<file path="src/wrlm_pkg.sv">
package wrlm_pkg;

	// Widths of the configuration registers.
	localparam int WIN_LEN_W = 13;
	localparam int LONG_W    = 5;
	localparam int FRAME_W   = 8;
	localparam int CFG_W     = 13;
	localparam int CFG_IDX_W = 2;

	// Divisor width: window length times windows per long level.
	localparam int DEN_W = WIN_LEN_W + LONG_W;

	// Register indexes on the configuration port.
	localparam logic [CFG_IDX_W-1:0] CFG_WINDOW_LEN        = 2'd0;
	localparam logic [CFG_IDX_W-1:0] CFG_WINDOWS_PER_LONG  = 2'd1;
	localparam logic [CFG_IDX_W-1:0] CFG_WINDOWS_PER_FRAME = 2'd2;

	// Register values after reset.
	localparam logic [WIN_LEN_W-1:0] RST_WINDOW_LEN        = 13'd200;
	localparam logic [LONG_W-1:0]    RST_WINDOWS_PER_LONG  = 5'd10;
	localparam logic [FRAME_W-1:0]   RST_WINDOWS_PER_FRAME = 8'd80;

	// Default values of the top-level parameters.
	localparam int DEF_MAX_WINDOW_LEN   = 4096;
	localparam int DEF_MAX_LONG_WINDOWS = 16;
	localparam int DEF_SAMPLE_BITS      = 16;

	// Sequencer of the meter.
	typedef enum logic [7:0] {
		ST_IDLE  = 8'b0000_0001,
		ST_SQR   = 8'b0000_0010,
		ST_ACC   = 8'b0000_0100,
		ST_CLOSE = 8'b0000_1000,
		ST_DIVS  = 8'b0001_0000,
		ST_EMITS = 8'b0010_0000,
		ST_DIVL  = 8'b0100_0000,
		ST_EMITL = 8'b1000_0000
	} meter_state_t;

	// Sequencer of the serial divide and square-root unit.
	typedef enum logic [2:0] {
		DS_IDLE = 3'b001,
		DS_DIV  = 3'b010,
		DS_SQRT = 3'b100
	} ds_state_t;

	// Status of the divide and square-root unit.
	typedef struct packed {
		logic busy;
		logic done;
	} ds_stat_t;

endpackage

</file>
<file path="src/wrlm_ifs.sv">
// Sample channel: one audio sample per request.
interface wrlm_sample_if import wrlm_pkg::*; #(
	parameter int SAMPLE_BITS = DEF_SAMPLE_BITS
) ();
	logic                          valid;
	logic                          ready;
	logic signed [SAMPLE_BITS-1:0] sample;

	modport source (output valid, output sample, input ready);
	modport sink (input valid, input sample, output ready);
endinterface

// Level channel: one short or long level per request.
interface wrlm_level_if import wrlm_pkg::*; #(
	parameter int LEVEL_BITS = DEF_SAMPLE_BITS
) ();
	logic                  valid;
	logic                  ready;
	logic [LEVEL_BITS-1:0] level;
	logic                  is_long;
	logic [LEVEL_BITS-1:0] frame_max;
	logic [LEVEL_BITS-1:0] frame_min;
	logic                  frame_end;
	logic                  last;

	modport source (output valid, output level, output is_long, output frame_max,
		output frame_min, output frame_end, output last, input ready);
	modport sink (input valid, input level, input is_long, input frame_max,
		input frame_min, input frame_end, input last, output ready);
endinterface

</file>
<file path="src/wrlm_divsqrt.sv">
// Serial unit: restoring division one quotient bit per cycle, followed by
// a digit-by-digit square root of the quotient, one root bit per cycle.
module wrlm_divsqrt import wrlm_pkg::*; #(
	parameter int NUM_W = 47,
	parameter int DN_W  = DEN_W
) (
	input  logic                       clk,
	input  logic                       arst_n,
	input  logic                       start,
	input  logic [NUM_W-1:0]           num,
	input  logic [DN_W-1:0]            den,
	output logic [(NUM_W+1)/2-1:0]     root,
	output ds_stat_t                   stat
);

	localparam int RT_W  = (NUM_W + 1) / 2;
	localparam int OP_W  = 2 * RT_W;
	localparam int CNT_W = $clog2(NUM_W + 1);

	ds_state_t        state_q;
	logic [CNT_W-1:0] cnt_q;
	logic             done_q;

	logic [DN_W-1:0]  rem_q;
	logic [NUM_W-1:0] quo_q;
	logic [DN_W-1:0]  den_q;
	logic [RT_W:0]    srem_q;
	logic [RT_W-1:0]  root_q;
	logic [OP_W-1:0]  sop_q;

	logic [DN_W:0]    div_sh;
	logic             div_ge;
	logic [DN_W-1:0]  div_rem;
	logic [NUM_W-1:0] quo_next;
	logic [RT_W+2:0]  sq_sh;
	logic [RT_W+2:0]  sq_trial;
	logic             sq_ge;
	logic [RT_W:0]    sq_rem;

	// One restoring division step.
	always_comb begin
		div_sh   = {rem_q, quo_q[NUM_W-1]};
		div_ge   = div_sh >= {1'b0, den_q};
		div_rem  = div_ge ? DN_W'(div_sh - {1'b0, den_q}) : div_sh[DN_W-1:0];
		quo_next = {quo_q[NUM_W-2:0], div_ge};
	end

	// One square-root step: bring down two bits, try root*4+1.
	always_comb begin
		sq_sh    = {srem_q, sop_q[OP_W-1 -: 2]};
		sq_trial = {1'b0, root_q, 2'b01};
		sq_ge    = sq_sh >= sq_trial;
		sq_rem   = sq_ge ? (RT_W+1)'(sq_sh - sq_trial) : sq_sh[RT_W:0];
	end

	// Step sequencing.
	always_ff @(posedge clk or negedge arst_n) begin
		if (!arst_n) begin
			state_q <= DS_IDLE;
			cnt_q   <= '0;
			done_q  <= 1'b0;
		end else begin
			done_q <= 1'b0;
			unique case (state_q)
				DS_IDLE: begin
					if (start) begin
						cnt_q   <= '0;
						state_q <= DS_DIV;
					end
				end
				DS_DIV: begin
					if (cnt_q == CNT_W'(NUM_W - 1)) begin
						cnt_q   <= '0;
						state_q <= DS_SQRT;
					end else begin
						cnt_q <= cnt_q + 1'b1;
					end
				end
				DS_SQRT: begin
					if (cnt_q == CNT_W'(RT_W - 1)) begin
						cnt_q   <= '0;
						done_q  <= 1'b1;
						state_q <= DS_IDLE;
					end else begin
						cnt_q <= cnt_q + 1'b1;
					end
				end
				default: begin
					state_q <= DS_IDLE;
				end
			endcase
		end
	end

	// Datapath shift registers.
	always_ff @(posedge clk) begin
		unique case (state_q)
			DS_IDLE: begin
				if (start) begin
					quo_q <= num;
					den_q <= den;
					rem_q <= '0;
				end
			end
			DS_DIV: begin
				rem_q <= div_rem;
				quo_q <= quo_next;
				if (cnt_q == CNT_W'(NUM_W - 1)) begin
					sop_q  <= OP_W'(quo_next);
					srem_q <= '0;
					root_q <= '0;
				end
			end
			DS_SQRT: begin
				srem_q <= sq_rem;
				root_q <= {root_q[RT_W-2:0], sq_ge};
				sop_q  <= {sop_q[OP_W-3:0], 2'b00};
			end
			default: begin
			end
		endcase
	end

	assign root      = root_q;
	assign stat.busy = state_q != DS_IDLE;
	assign stat.done = done_q;

endmodule

</file>
<file path="src/windowed_rms_level_meter_core.sv">
// Channel   Dir   Handshake      Payload
// samples   in    valid/ready    sample (signed, SAMPLE_BITS)
// levels    out   valid/ready    level, is_long, frame_max, frame_min, frame_end, last
// cfg       in    cfg_we         cfg_idx, cfg_data (no read-back)
//
// A sample goes through accept, a bit-serial square and the accumulate. A sample that
// closes a window then gets its short level, and a long level follows when one is due;
// the one shared serial divide and square-root unit computes both levels.
// Reset is asynchronous, active low; it restores the register defaults and clears all sums,
// counters and frame trackers. A stalled level request waits in the output register while
// the next sample is taken; the block waits only when it must load a new level into a full
// output register.
module windowed_rms_level_meter_core import wrlm_pkg::*; #(
	parameter int MAX_WINDOW_LEN   = DEF_MAX_WINDOW_LEN,
	parameter int MAX_LONG_WINDOWS = DEF_MAX_LONG_WINDOWS,
	parameter int SAMPLE_BITS      = DEF_SAMPLE_BITS
) (
	input  logic                 clk,
	input  logic                 arst_n,
	wrlm_sample_if.sink          samples,
	wrlm_level_if.source         levels,
	input  logic                 cfg_we,
	input  logic [CFG_IDX_W-1:0] cfg_idx,
	input  logic [CFG_W-1:0]     cfg_data
);

	localparam int SB     = SAMPLE_BITS;
	localparam int SQ_W   = 2 * SB - 1;
	localparam int SS_W   = SQ_W + $clog2(MAX_WINDOW_LEN);
	localparam int LS_W   = SS_W + $clog2(MAX_LONG_WINDOWS);
	localparam int RT_W   = (LS_W + 1) / 2;
	localparam int SQC_W  = $clog2(SB + 1);
	localparam logic [RT_W-1:0] MIN_RST = RT_W'(1) << (SB - 1);

	// Configuration registers.
	logic [WIN_LEN_W-1:0] wl_q;
	logic [LONG_W-1:0]    wpl_q;
	logic [FRAME_W-1:0]   wpf_q;

	// Control and accumulation state.
	meter_state_t         state_q;
	logic [SQC_W-1:0]     sq_cnt_q;
	logic [SS_W-1:0]      short_sum_q;
	logic [LS_W-1:0]      long_sum_q;
	logic [WIN_LEN_W-1:0] count_q;
	logic [LONG_W-1:0]    lwc_q;
	logic [FRAME_W-1:0]   fwc_q;
	logic [RT_W-1:0]      max_q;
	logic [RT_W-1:0]      min_q;
	logic                 long_due_q;
	logic                 out_valid_q;

	// Payload registers.
	logic [SB:0]          sq_hi_q;
	logic [SB-1:0]        sq_lo_q;
	logic [SB-1:0]        mcand_q;
	logic [DEN_W-1:0]     long_div_q;
	logic [RT_W-1:0]      lvl_q;
	logic [SB-1:0]        hold_max_q;
	logic [SB-1:0]        hold_min_q;
	logic [SB-1:0]        out_level_q;
	logic                 out_is_long_q;
	logic [SB-1:0]        out_max_q;
	logic [SB-1:0]        out_min_q;
	logic                 out_fend_q;
	logic                 out_last_q;

	// Combinational helpers.
	logic [WIN_LEN_W-1:0] wl_eff;
	logic [LONG_W-1:0]    wpl_eff;
	logic [FRAME_W-1:0]   wpf_eff;
	logic [SB-1:0]        raw;
	logic [SB-1:0]        mag;
	logic [SB:0]          sq_sum;
	logic [2*SB:0]        sq_prod;
	logic [SS_W-1:0]      ss_new;
	logic [WIN_LEN_W:0]   cnt_new;
	logic                 win_close;
	logic [LONG_W:0]      lwc_new;
	logic                 long_due;
	logic [RT_W-1:0]      new_max;
	logic [RT_W-1:0]      new_min;
	logic [FRAME_W:0]     fwc_new;
	logic                 fend;
	logic                 out_free;
	logic                 out_load_s;
	logic                 out_load_l;
	logic                 ds_start;
	logic [LS_W-1:0]      ds_num;
	logic [DEN_W-1:0]     ds_den;
	logic [RT_W-1:0]      ds_root;
	ds_stat_t             ds_stat;

	// Register values as used: zero acts as one; a too large window length or long count clamps.
	always_comb begin
		if (wl_q == '0) begin
			wl_eff = WIN_LEN_W'(1);
		end else if (32'(wl_q) > 32'(MAX_WINDOW_LEN)) begin
			wl_eff = WIN_LEN_W'(MAX_WINDOW_LEN);
		end else begin
			wl_eff = wl_q;
		end
		if (wpl_q == '0) begin
			wpl_eff = LONG_W'(1);
		end else if (32'(wpl_q) > 32'(MAX_LONG_WINDOWS)) begin
			wpl_eff = LONG_W'(MAX_LONG_WINDOWS);
		end else begin
			wpl_eff = wpl_q;
		end
		wpf_eff = (wpf_q == '0) ? FRAME_W'(1) : wpf_q;
	end

	// Sample magnitude; the most negative sample maps to 2^(SB-1).
	assign raw = samples.sample;
	assign mag = raw[SB-1] ? (~raw + 1'b1) : raw;

	// Shift-and-add square, one multiplier bit per cycle.
	assign sq_sum  = sq_lo_q[0] ? (sq_hi_q + (SB+1)'(mcand_q)) : sq_hi_q;
	assign sq_prod = {sq_hi_q, sq_lo_q};

	// Window accumulate and close test.
	always_comb begin
		ss_new    = short_sum_q + SS_W'(sq_prod[SQ_W-1:0]);
		cnt_new   = (WIN_LEN_W+1)'(count_q) + 1'b1;
		win_close = cnt_new >= (WIN_LEN_W+1)'(wl_eff);
		lwc_new   = (LONG_W+1)'(lwc_q) + 1'b1;
		long_due  = lwc_new >= (LONG_W+1)'(wpl_eff);
	end

	// Frame trackers with the new short level included.
	always_comb begin
		new_max = (lvl_q > max_q) ? lvl_q : max_q;
		new_min = (lvl_q < min_q) ? lvl_q : min_q;
		fwc_new = (FRAME_W+1)'(fwc_q) + 1'b1;
		fend    = fwc_new >= (FRAME_W+1)'(wpf_eff);
	end

	// Output register loads and divide unit requests.
	always_comb begin
		out_free   = !out_valid_q || levels.ready;
		out_load_s = (state_q == ST_EMITS) && out_free;
		out_load_l = (state_q == ST_EMITL) && out_free;
		ds_start   = (state_q == ST_CLOSE) || (out_load_s && long_due_q);
		ds_num     = (state_q == ST_CLOSE) ? LS_W'(short_sum_q) : long_sum_q;
		ds_den     = (state_q == ST_CLOSE) ? DEN_W'(wl_eff) : long_div_q;
	end

	wrlm_divsqrt #(
		.NUM_W (LS_W),
		.DN_W  (DEN_W)
	) u_divsqrt (
		.clk    (clk),
		.arst_n (arst_n),
		.start  (ds_start),
		.num    (ds_num),
		.den    (ds_den),
		.root   (ds_root),
		.stat   (ds_stat)
	);

	// Sequencer, counters, sums, trackers and configuration.
	always_ff @(posedge clk or negedge arst_n) begin
		if (!arst_n) begin
			wl_q        <= RST_WINDOW_LEN;
			wpl_q       <= RST_WINDOWS_PER_LONG;
			wpf_q       <= RST_WINDOWS_PER_FRAME;
			state_q     <= ST_IDLE;
			sq_cnt_q    <= '0;
			short_sum_q <= '0;
			long_sum_q  <= '0;
			count_q     <= '0;
			lwc_q       <= '0;
			fwc_q       <= '0;
			max_q       <= '0;
			min_q       <= MIN_RST;
			long_due_q  <= 1'b0;
			out_valid_q <= 1'b0;
		end else begin
			if (cfg_we) begin
				unique case (cfg_idx)
					CFG_WINDOW_LEN:        wl_q  <= cfg_data[WIN_LEN_W-1:0];
					CFG_WINDOWS_PER_LONG:  wpl_q <= cfg_data[LONG_W-1:0];
					CFG_WINDOWS_PER_FRAME: wpf_q <= cfg_data[FRAME_W-1:0];
					default: begin
					end
				endcase
			end

			if (out_load_s || out_load_l) begin
				out_valid_q <= 1'b1;
			end else if (levels.ready) begin
				out_valid_q <= 1'b0;
			end

			unique case (state_q)
				ST_IDLE: begin
					if (samples.valid) begin
						sq_cnt_q <= '0;
						state_q  <= ST_SQR;
					end
				end
				ST_SQR: begin
					if (sq_cnt_q == SQC_W'(SB - 1)) begin
						state_q <= ST_ACC;
					end else begin
						sq_cnt_q <= sq_cnt_q + 1'b1;
					end
				end
				ST_ACC: begin
					short_sum_q <= ss_new;
					if (win_close) begin
						count_q    <= '0;
						long_due_q <= long_due;
						lwc_q      <= long_due ? '0 : lwc_new[LONG_W-1:0];
						state_q    <= ST_CLOSE;
					end else begin
						count_q <= cnt_new[WIN_LEN_W-1:0];
						state_q <= ST_IDLE;
					end
				end
				ST_CLOSE: begin
					long_sum_q  <= long_sum_q + LS_W'(short_sum_q);
					short_sum_q <= '0;
					state_q     <= ST_DIVS;
				end
				ST_DIVS: begin
					if (ds_stat.done) begin
						state_q <= ST_EMITS;
					end
				end
				ST_EMITS: begin
					if (out_free) begin
						max_q <= fend ? '0 : new_max;
						min_q <= fend ? MIN_RST : new_min;
						fwc_q <= fend ? '0 : fwc_new[FRAME_W-1:0];
						if (long_due_q) begin
							long_sum_q <= '0;
							state_q    <= ST_DIVL;
						end else begin
							state_q <= ST_IDLE;
						end
					end
				end
				ST_DIVL: begin
					if (ds_stat.done) begin
						state_q <= ST_EMITL;
					end
				end
				ST_EMITL: begin
					if (out_free) begin
						state_q <= ST_IDLE;
					end
				end
				default: begin
					state_q <= ST_IDLE;
				end
			endcase
		end
	end

	// Datapath registers: square, divisor, levels and output payload.
	always_ff @(posedge clk) begin
		if (state_q == ST_IDLE && samples.valid) begin
			sq_hi_q <= '0;
			sq_lo_q <= mag;
			mcand_q <= mag;
		end else if (state_q == ST_SQR) begin
			{sq_hi_q, sq_lo_q} <= {sq_sum, sq_lo_q} >> 1;
		end
		if (state_q == ST_CLOSE) begin
			long_div_q <= DEN_W'(DEN_W'(wl_eff) * DEN_W'(wpl_eff));
		end
		if (ds_stat.done) begin
			lvl_q <= ds_root;
		end
		if (out_load_s) begin
			out_level_q   <= lvl_q[SB-1:0];
			out_is_long_q <= 1'b0;
			out_max_q     <= new_max[SB-1:0];
			out_min_q     <= new_min[SB-1:0];
			out_fend_q    <= fend;
			out_last_q    <= !long_due_q;
			hold_max_q    <= new_max[SB-1:0];
			hold_min_q    <= new_min[SB-1:0];
		end else if (out_load_l) begin
			out_level_q   <= lvl_q[SB-1:0];
			out_is_long_q <= 1'b1;
			out_max_q     <= hold_max_q;
			out_min_q     <= hold_min_q;
			out_fend_q    <= 1'b0;
			out_last_q    <= 1'b1;
		end
	end

	// Channel outputs.
	assign samples.ready    = state_q == ST_IDLE;
	assign levels.valid     = out_valid_q;
	assign levels.level     = out_level_q;
	assign levels.is_long   = out_is_long_q;
	assign levels.frame_max = out_max_q;
	assign levels.frame_min = out_min_q;
	assign levels.frame_end = out_fend_q;
	assign levels.last      = out_last_q;

	// A long level always follows a short level that was not the last one.
	a_long_after_short: assert property (@(posedge clk) disable iff (!arst_n)
		out_load_l |-> !out_last_q)
		else $error("long level loaded after a short level marked last");

	// No sample is taken while the divide unit is still at work.
	a_idle_unit: assert property (@(posedge clk) disable iff (!arst_n)
		samples.ready |-> !ds_stat.busy)
		else $error("sample request accepted while divide unit busy");

	// The divide unit finishes only while the sequencer waits for it.
	a_done_waited: assert property (@(posedge clk) disable iff (!arst_n)
		ds_stat.done |-> (state_q == ST_DIVS || state_q == ST_DIVL))
		else $error("divide unit finished outside a wait state");

	// A new level request appears only after an emit state.
	a_valid_source: assert property (@(posedge clk) disable iff (!arst_n)
		$rose(out_valid_q) |-> $past(state_q == ST_EMITS || state_q == ST_EMITL))
		else $error("level request raised outside an emit state");

endmodule

</file>
<file path="src/flat_wrapper.sv">
// flat-port wrapper written by rule: the top's interface ports become plain ports
module windowed_rms_level_meter_core_flat import wrlm_pkg::*;
#(
	parameter int MAX_WINDOW_LEN   = DEF_MAX_WINDOW_LEN,
	parameter int MAX_LONG_WINDOWS = DEF_MAX_LONG_WINDOWS,
	parameter int SAMPLE_BITS      = DEF_SAMPLE_BITS
)
  (clk, arst_n, cfg_we, cfg_idx, cfg_data, samples_valid, samples_sample, samples_ready, levels_valid, levels_level, levels_is_long, levels_frame_max, levels_frame_min, levels_frame_end, levels_last, levels_ready);
  wrlm_sample_if #(.SAMPLE_BITS(SAMPLE_BITS)) samples_i ();
  wrlm_level_if #(.LEVEL_BITS(DEF_SAMPLE_BITS)) levels_i ();
  input  logic clk;
  input  logic arst_n;
  input  logic cfg_we;
  input  logic [CFG_IDX_W-1:0] cfg_idx;
  input  logic [CFG_W-1:0] cfg_data;
  input wire logic [$bits(samples_i.valid)-1:0] samples_valid;
  input wire logic [$bits(samples_i.sample)-1:0] samples_sample;
  output wire logic [$bits(samples_i.ready)-1:0] samples_ready;
  output wire logic [$bits(levels_i.valid)-1:0] levels_valid;
  output wire logic [$bits(levels_i.level)-1:0] levels_level;
  output wire logic [$bits(levels_i.is_long)-1:0] levels_is_long;
  output wire logic [$bits(levels_i.frame_max)-1:0] levels_frame_max;
  output wire logic [$bits(levels_i.frame_min)-1:0] levels_frame_min;
  output wire logic [$bits(levels_i.frame_end)-1:0] levels_frame_end;
  output wire logic [$bits(levels_i.last)-1:0] levels_last;
  input wire logic [$bits(levels_i.ready)-1:0] levels_ready;
  assign samples_i.valid = samples_valid;
  assign samples_i.sample = samples_sample;
  assign samples_ready = samples_i.ready;
  assign levels_valid = levels_i.valid;
  assign levels_level = levels_i.level;
  assign levels_is_long = levels_i.is_long;
  assign levels_frame_max = levels_i.frame_max;
  assign levels_frame_min = levels_i.frame_min;
  assign levels_frame_end = levels_i.frame_end;
  assign levels_last = levels_i.last;
  assign levels_i.ready = levels_ready;
  windowed_rms_level_meter_core #(.MAX_WINDOW_LEN(MAX_WINDOW_LEN), .MAX_LONG_WINDOWS(MAX_LONG_WINDOWS), .SAMPLE_BITS(SAMPLE_BITS)) u_core (.clk(clk), .arst_n(arst_n), .samples(samples_i), .levels(levels_i), .cfg_we(cfg_we), .cfg_idx(cfg_idx), .cfg_data(cfg_data));
endmodule
</file>
<file path="config.mk">
export PLATFORM = sky130hd
export DESIGN_NAME = windowed_rms_level_meter_core_flat
export DESIGN_NICKNAME = d
export VERILOG_FILES = /design/src/wrlm_pkg.sv /design/src/wrlm_ifs.sv /design/src/wrlm_divsqrt.sv /design/src/windowed_rms_level_meter_core.sv /design/src/flat_wrapper.sv
export SDC_FILE = /design/constraint.sdc
export NUM_CORES = 1
export LEC_CHECK = 0
export BUFFER_PORTS_ARGS = -buffer_cell sky130_fd_sc_hd__buf_4
export CAP_MARGIN = 20
export CORE_UTILIZATION = 55
export DETAILED_ROUTE_END_ITERATION = 12
export HOLD_SLACK_MARGIN = 0.15
export PLACE_DENSITY_LB_ADDON = 0.12
export SLEW_MARGIN = 20
export SYNTH_ARGS = -nofsm -noshare
export SYNTH_HDL_FRONTEND = slang
export SYNTH_HIERARCHICAL = 1
export SYNTH_SLANG_ARGS = --single-unit
</file>
<file path="constraint.sdc">
create_clock -name clk -period 27 [get_ports clk]
set_clock_uncertainty 0.2 [all_clocks]
set_input_delay 2.7 -clock clk [delete_from_list [all_inputs] [get_ports clk]]
set_output_delay 2.7 -clock clk [all_outputs]
set_load 0.01 [all_outputs]
</file>
==> metrics.md <==
| Metric | Value |
|---|---|
| Status | complete, no violations |
| Worst-Skew Late Latency | approximately 0.66 ns |
| Mapped Area | 34000 um2 |
| Final setup fails | 0 |
| Mapped Avg Cell Area | 9.92 um2 |
| Rows | 90 |
| Cts repair resizes | 0 |
| Fill cells | 4994 |
| Root buffer cell | clkbuf_16 |
| Yosys cell types | 95 |
| Die Width | 250 um |
| WP data required | 27.07 ns |
| H-tree depth | 2 |
| Layout cells sized above 1 | around a tenth |
| Die height | 250 um |
| Nets | between 3000 and 4000 |
| Lkg Pwr | approximately 17 nW |
| Min cycle time layout | ~6.2 ns |
| Buffers added on ports | between 80 and 90 |
| Synth warn | 6 |
| Routed WL | ~76 mm |
| Max Cap Viol | 0 |
| Total negative slack | 0 ns |
| Post-synth ARST share | 37.9% |
| HP Class | flop to flop |
| Total global routing overflow | 0 |
| Arrival time worst endpoint | 6.23 ns |
| Initial antenna violation count | 0 |
| Clk buf depth | 3 |
| Mapped Cells | around 3400 |
| Global-route wire length before repair | roughly 130 mm |
| Crit path max fanout | 46 |
| CTS clk-pin slew, worst paths | 0.06 ns |
| Commonest non-fill, non-tap cells in the layout | nand2_1 (645), edfxtp_1 (336), ha_1 (241) |
| Fin crit share | 22.8% |
| Final cell count without fillers | between 4000 and 5000 |
| Worst Setup End Kind | flop |
| DR WL/cell | 17.7 um |
| Sink Count | roughly 570 |
| Count of final max-slew check failures | 0 |
| Total track usage | 24.4% |
| Number of synthesized flops with an enable pin | ~340 |
| Inst Count DP | 4186 |
| WS Path Type | primary input to flop |
| P&R area growth vs syn | 9.84% |
| Final Hold Violating Endpoints | 0 |
| Drt via density | 5.84 |
| Dpl hpwl | around 54 mm |
| IO Count | 89 |
| Core area | 60700 um2 |
| Slew headroom | between 20% and 30% |
| Drt drc | 0 |
| Seq/Total Area, Yosys | between 40% and 50% |
| RSZ-0062 raised after global routing | no |
| Die area | 62700 um2 |
| Final ANT Viol Nets | 0 |
| Maximum vdd drop | 65.2 uV |
| Fmax | 162 MHz |
| Slew @ Worst Pin | 1.10 ns |
| Flops & latches, synth | around 570 |
| Num CTS Buffers | 59 |
| CTS Hold Bufs | 0 |
| Initial Util | 55.9% |
| Postcts setup bufs | 0 |
| DRT Pass-1 Iters | 5 |
| Final GP Congestion | 0.881 |
| Antenna Cells | 0 |
| Worst setup SP type | primary input |
| Largest net degree at the start of global routing | 96 |
| CTS tree | yes |
| Vias in the first global route | 24760 |
| Most common cell after layout, fill and taps aside | nand2_1 |
| Syn Nets | 3737 |
| Vias | 25105 |
| Ys flop type | edfxtp_1 |
| PwrDens | 81.4 nW/um2 |
| Starting DRT DRC Count | 1793 |
==> stage by stage <==
step,hold slack (ns),total power [mW],worst slack (ns),util [%],area [um2]
final,0.255,3.04,20.84,61.4,37300
after CTS,0.257,3.05,20.78,61.4,37300
after global routing,0.260,3.23,20.48,61.4,37300
after global placement,0.237,2.17,20.20,58.1,35300
after floorplan,0.226,1.95,18.41,-,34000
after detailed placement,0.237,2.21,20.09,58.2,35300
==> cell usage after synthesis, types with 37 or more instances <==
master | number | area share [%]
ha_1 | 241 | 8.9
nand2_1 | 647 | 7.2
xnor2_1 | 93 | 2.4
inv_1 | 203 | 2.2
edfxtp_1 | 336 | 30
a22o_1 | 55 | 1.4
mux2i_1 | 48 | 1.4
a21o_1 | 89 | 2.0
nand2b_1 | 38 | 0.70
fa_1 | 37 | 2.2
o21ai_0 | 176 | 2.6
mux2_2 | 96 | 3.2
xor2_1 | 72 | 1.9
clkbuf_1 | 99 | 1.1
nor3_1 | 39 | 0.57
o22ai_1 | 39 | 0.72
nand3_1 | 76 | 1.1
nand4_1 | 37 | 0.68
dfrtp_1 | 205 | 15
a21oi_1 | 160 | 2.4
nor2_1 | 234 | 2.6
==> worst max-delay path, stage by stage <==
cell	delay [ns]
buf_4	0.07
nand2b_1	0.24
nand3_2	0.32
inv_2	0.20
and2_1	0.14
buf_4	0.44
clkinv_1	0.44
nand2_1	0.21
inv_1	0.05
or2_2	0.32
nand2_2	0.41
buf_4	0.62
==> state kept, by name, summed over array words and instances, names as in the netlist, 13 cells and up <==
register                 count
u_core/wl_q                 13
u_core/levels.frame_min     16
u_core/u_divsqrt/root       24
u_core/u_divsqrt/den_q      18
u_core/hold_min_q           16
u_core/short_sum_q          43
u_core/sq_hi_q              16
u_core/levels.frame_max     16
u_core/u_divsqrt/srem_q     25
u_core/long_sum_q           47
u_core/max_q                24
u_core/u_divsqrt/quo_q      47
u_core/u_divsqrt/rem_q      18
u_core/u_divsqrt/sop_q      48
u_core/hold_max_q           16
u_core/count_q              13
u_core/levels.level         16
u_core/mcand_q              16
u_core/long_div_q           18
u_core/min_q                24
u_core/lvl_q                24
u_core/sq_lo_q              16
==> cells by family after synthesis <==
logic type / after synthesis / share of synthesized area (%)
simple gates: 1209 / 15.6
compound gates: 719 / 13.9
flops: 568 / 46.6
buf+inv: 340 / 3.97
fa+ha+maj: 278 / 11.1
xor+xnor: 165 / 4.26
mux: 144 / 4.60
==> routing by layer <==
layer | share of wire (%) | global-route usage (%) | vias up
li1 | - | - | 12201
met1 | 46 | 34.1 | 12161
met2 | 46 | 39.4 | 624
met3 | 4.9 | 3.12 | 119
met4 | 2.7 | 8.06 | 0
met5 | 0 | 0 | -
==> area by class of cell <==
type	instances	area (um2)	area share, %
clock buffer	80	1600	4.29
clock inverter	32	387	1.04
inverter	208	781	2.09
multi-input combinational	2515	16800	45.1
sequential	568	15800	42.4
tap	782	978	2.62
timing repair buffer	114	891	2.39
==> power breakdown <==
part | internal (mW) | leakage [nW] | switching (mW)
Clock | 0.476 | 0.950 | 0.350
Sequential | 1.01 | 6.12 | 0.0866
Combinational | 0.468 | 9.62 | 0.650
==> worst paths after layout <==
check                                    startpoint                          end  slack [ns]  cells after the start
max                                    levels_ready   u_core/u_divsqrt/quo_q[30]       20.84                     12
min                        u_core/u_divsqrt/root[8]              u_core/lvl_q[8]        0.26                      0
max reg2reg                         u_core/wl_q[12]        u_core/long_div_q[17]       21.19                     17
min reg2reg                u_core/u_divsqrt/root[8]              u_core/lvl_q[8]        0.26                      0
max in group asynchronous                    arst_n  u_core/u_divsqrt/state_q[1]       23.24                      2
min in group asynchronous                    arst_n              u_core/wpf_q[1]        1.90                      1
No activity file was read; power rests on OpenSTA's default activity.
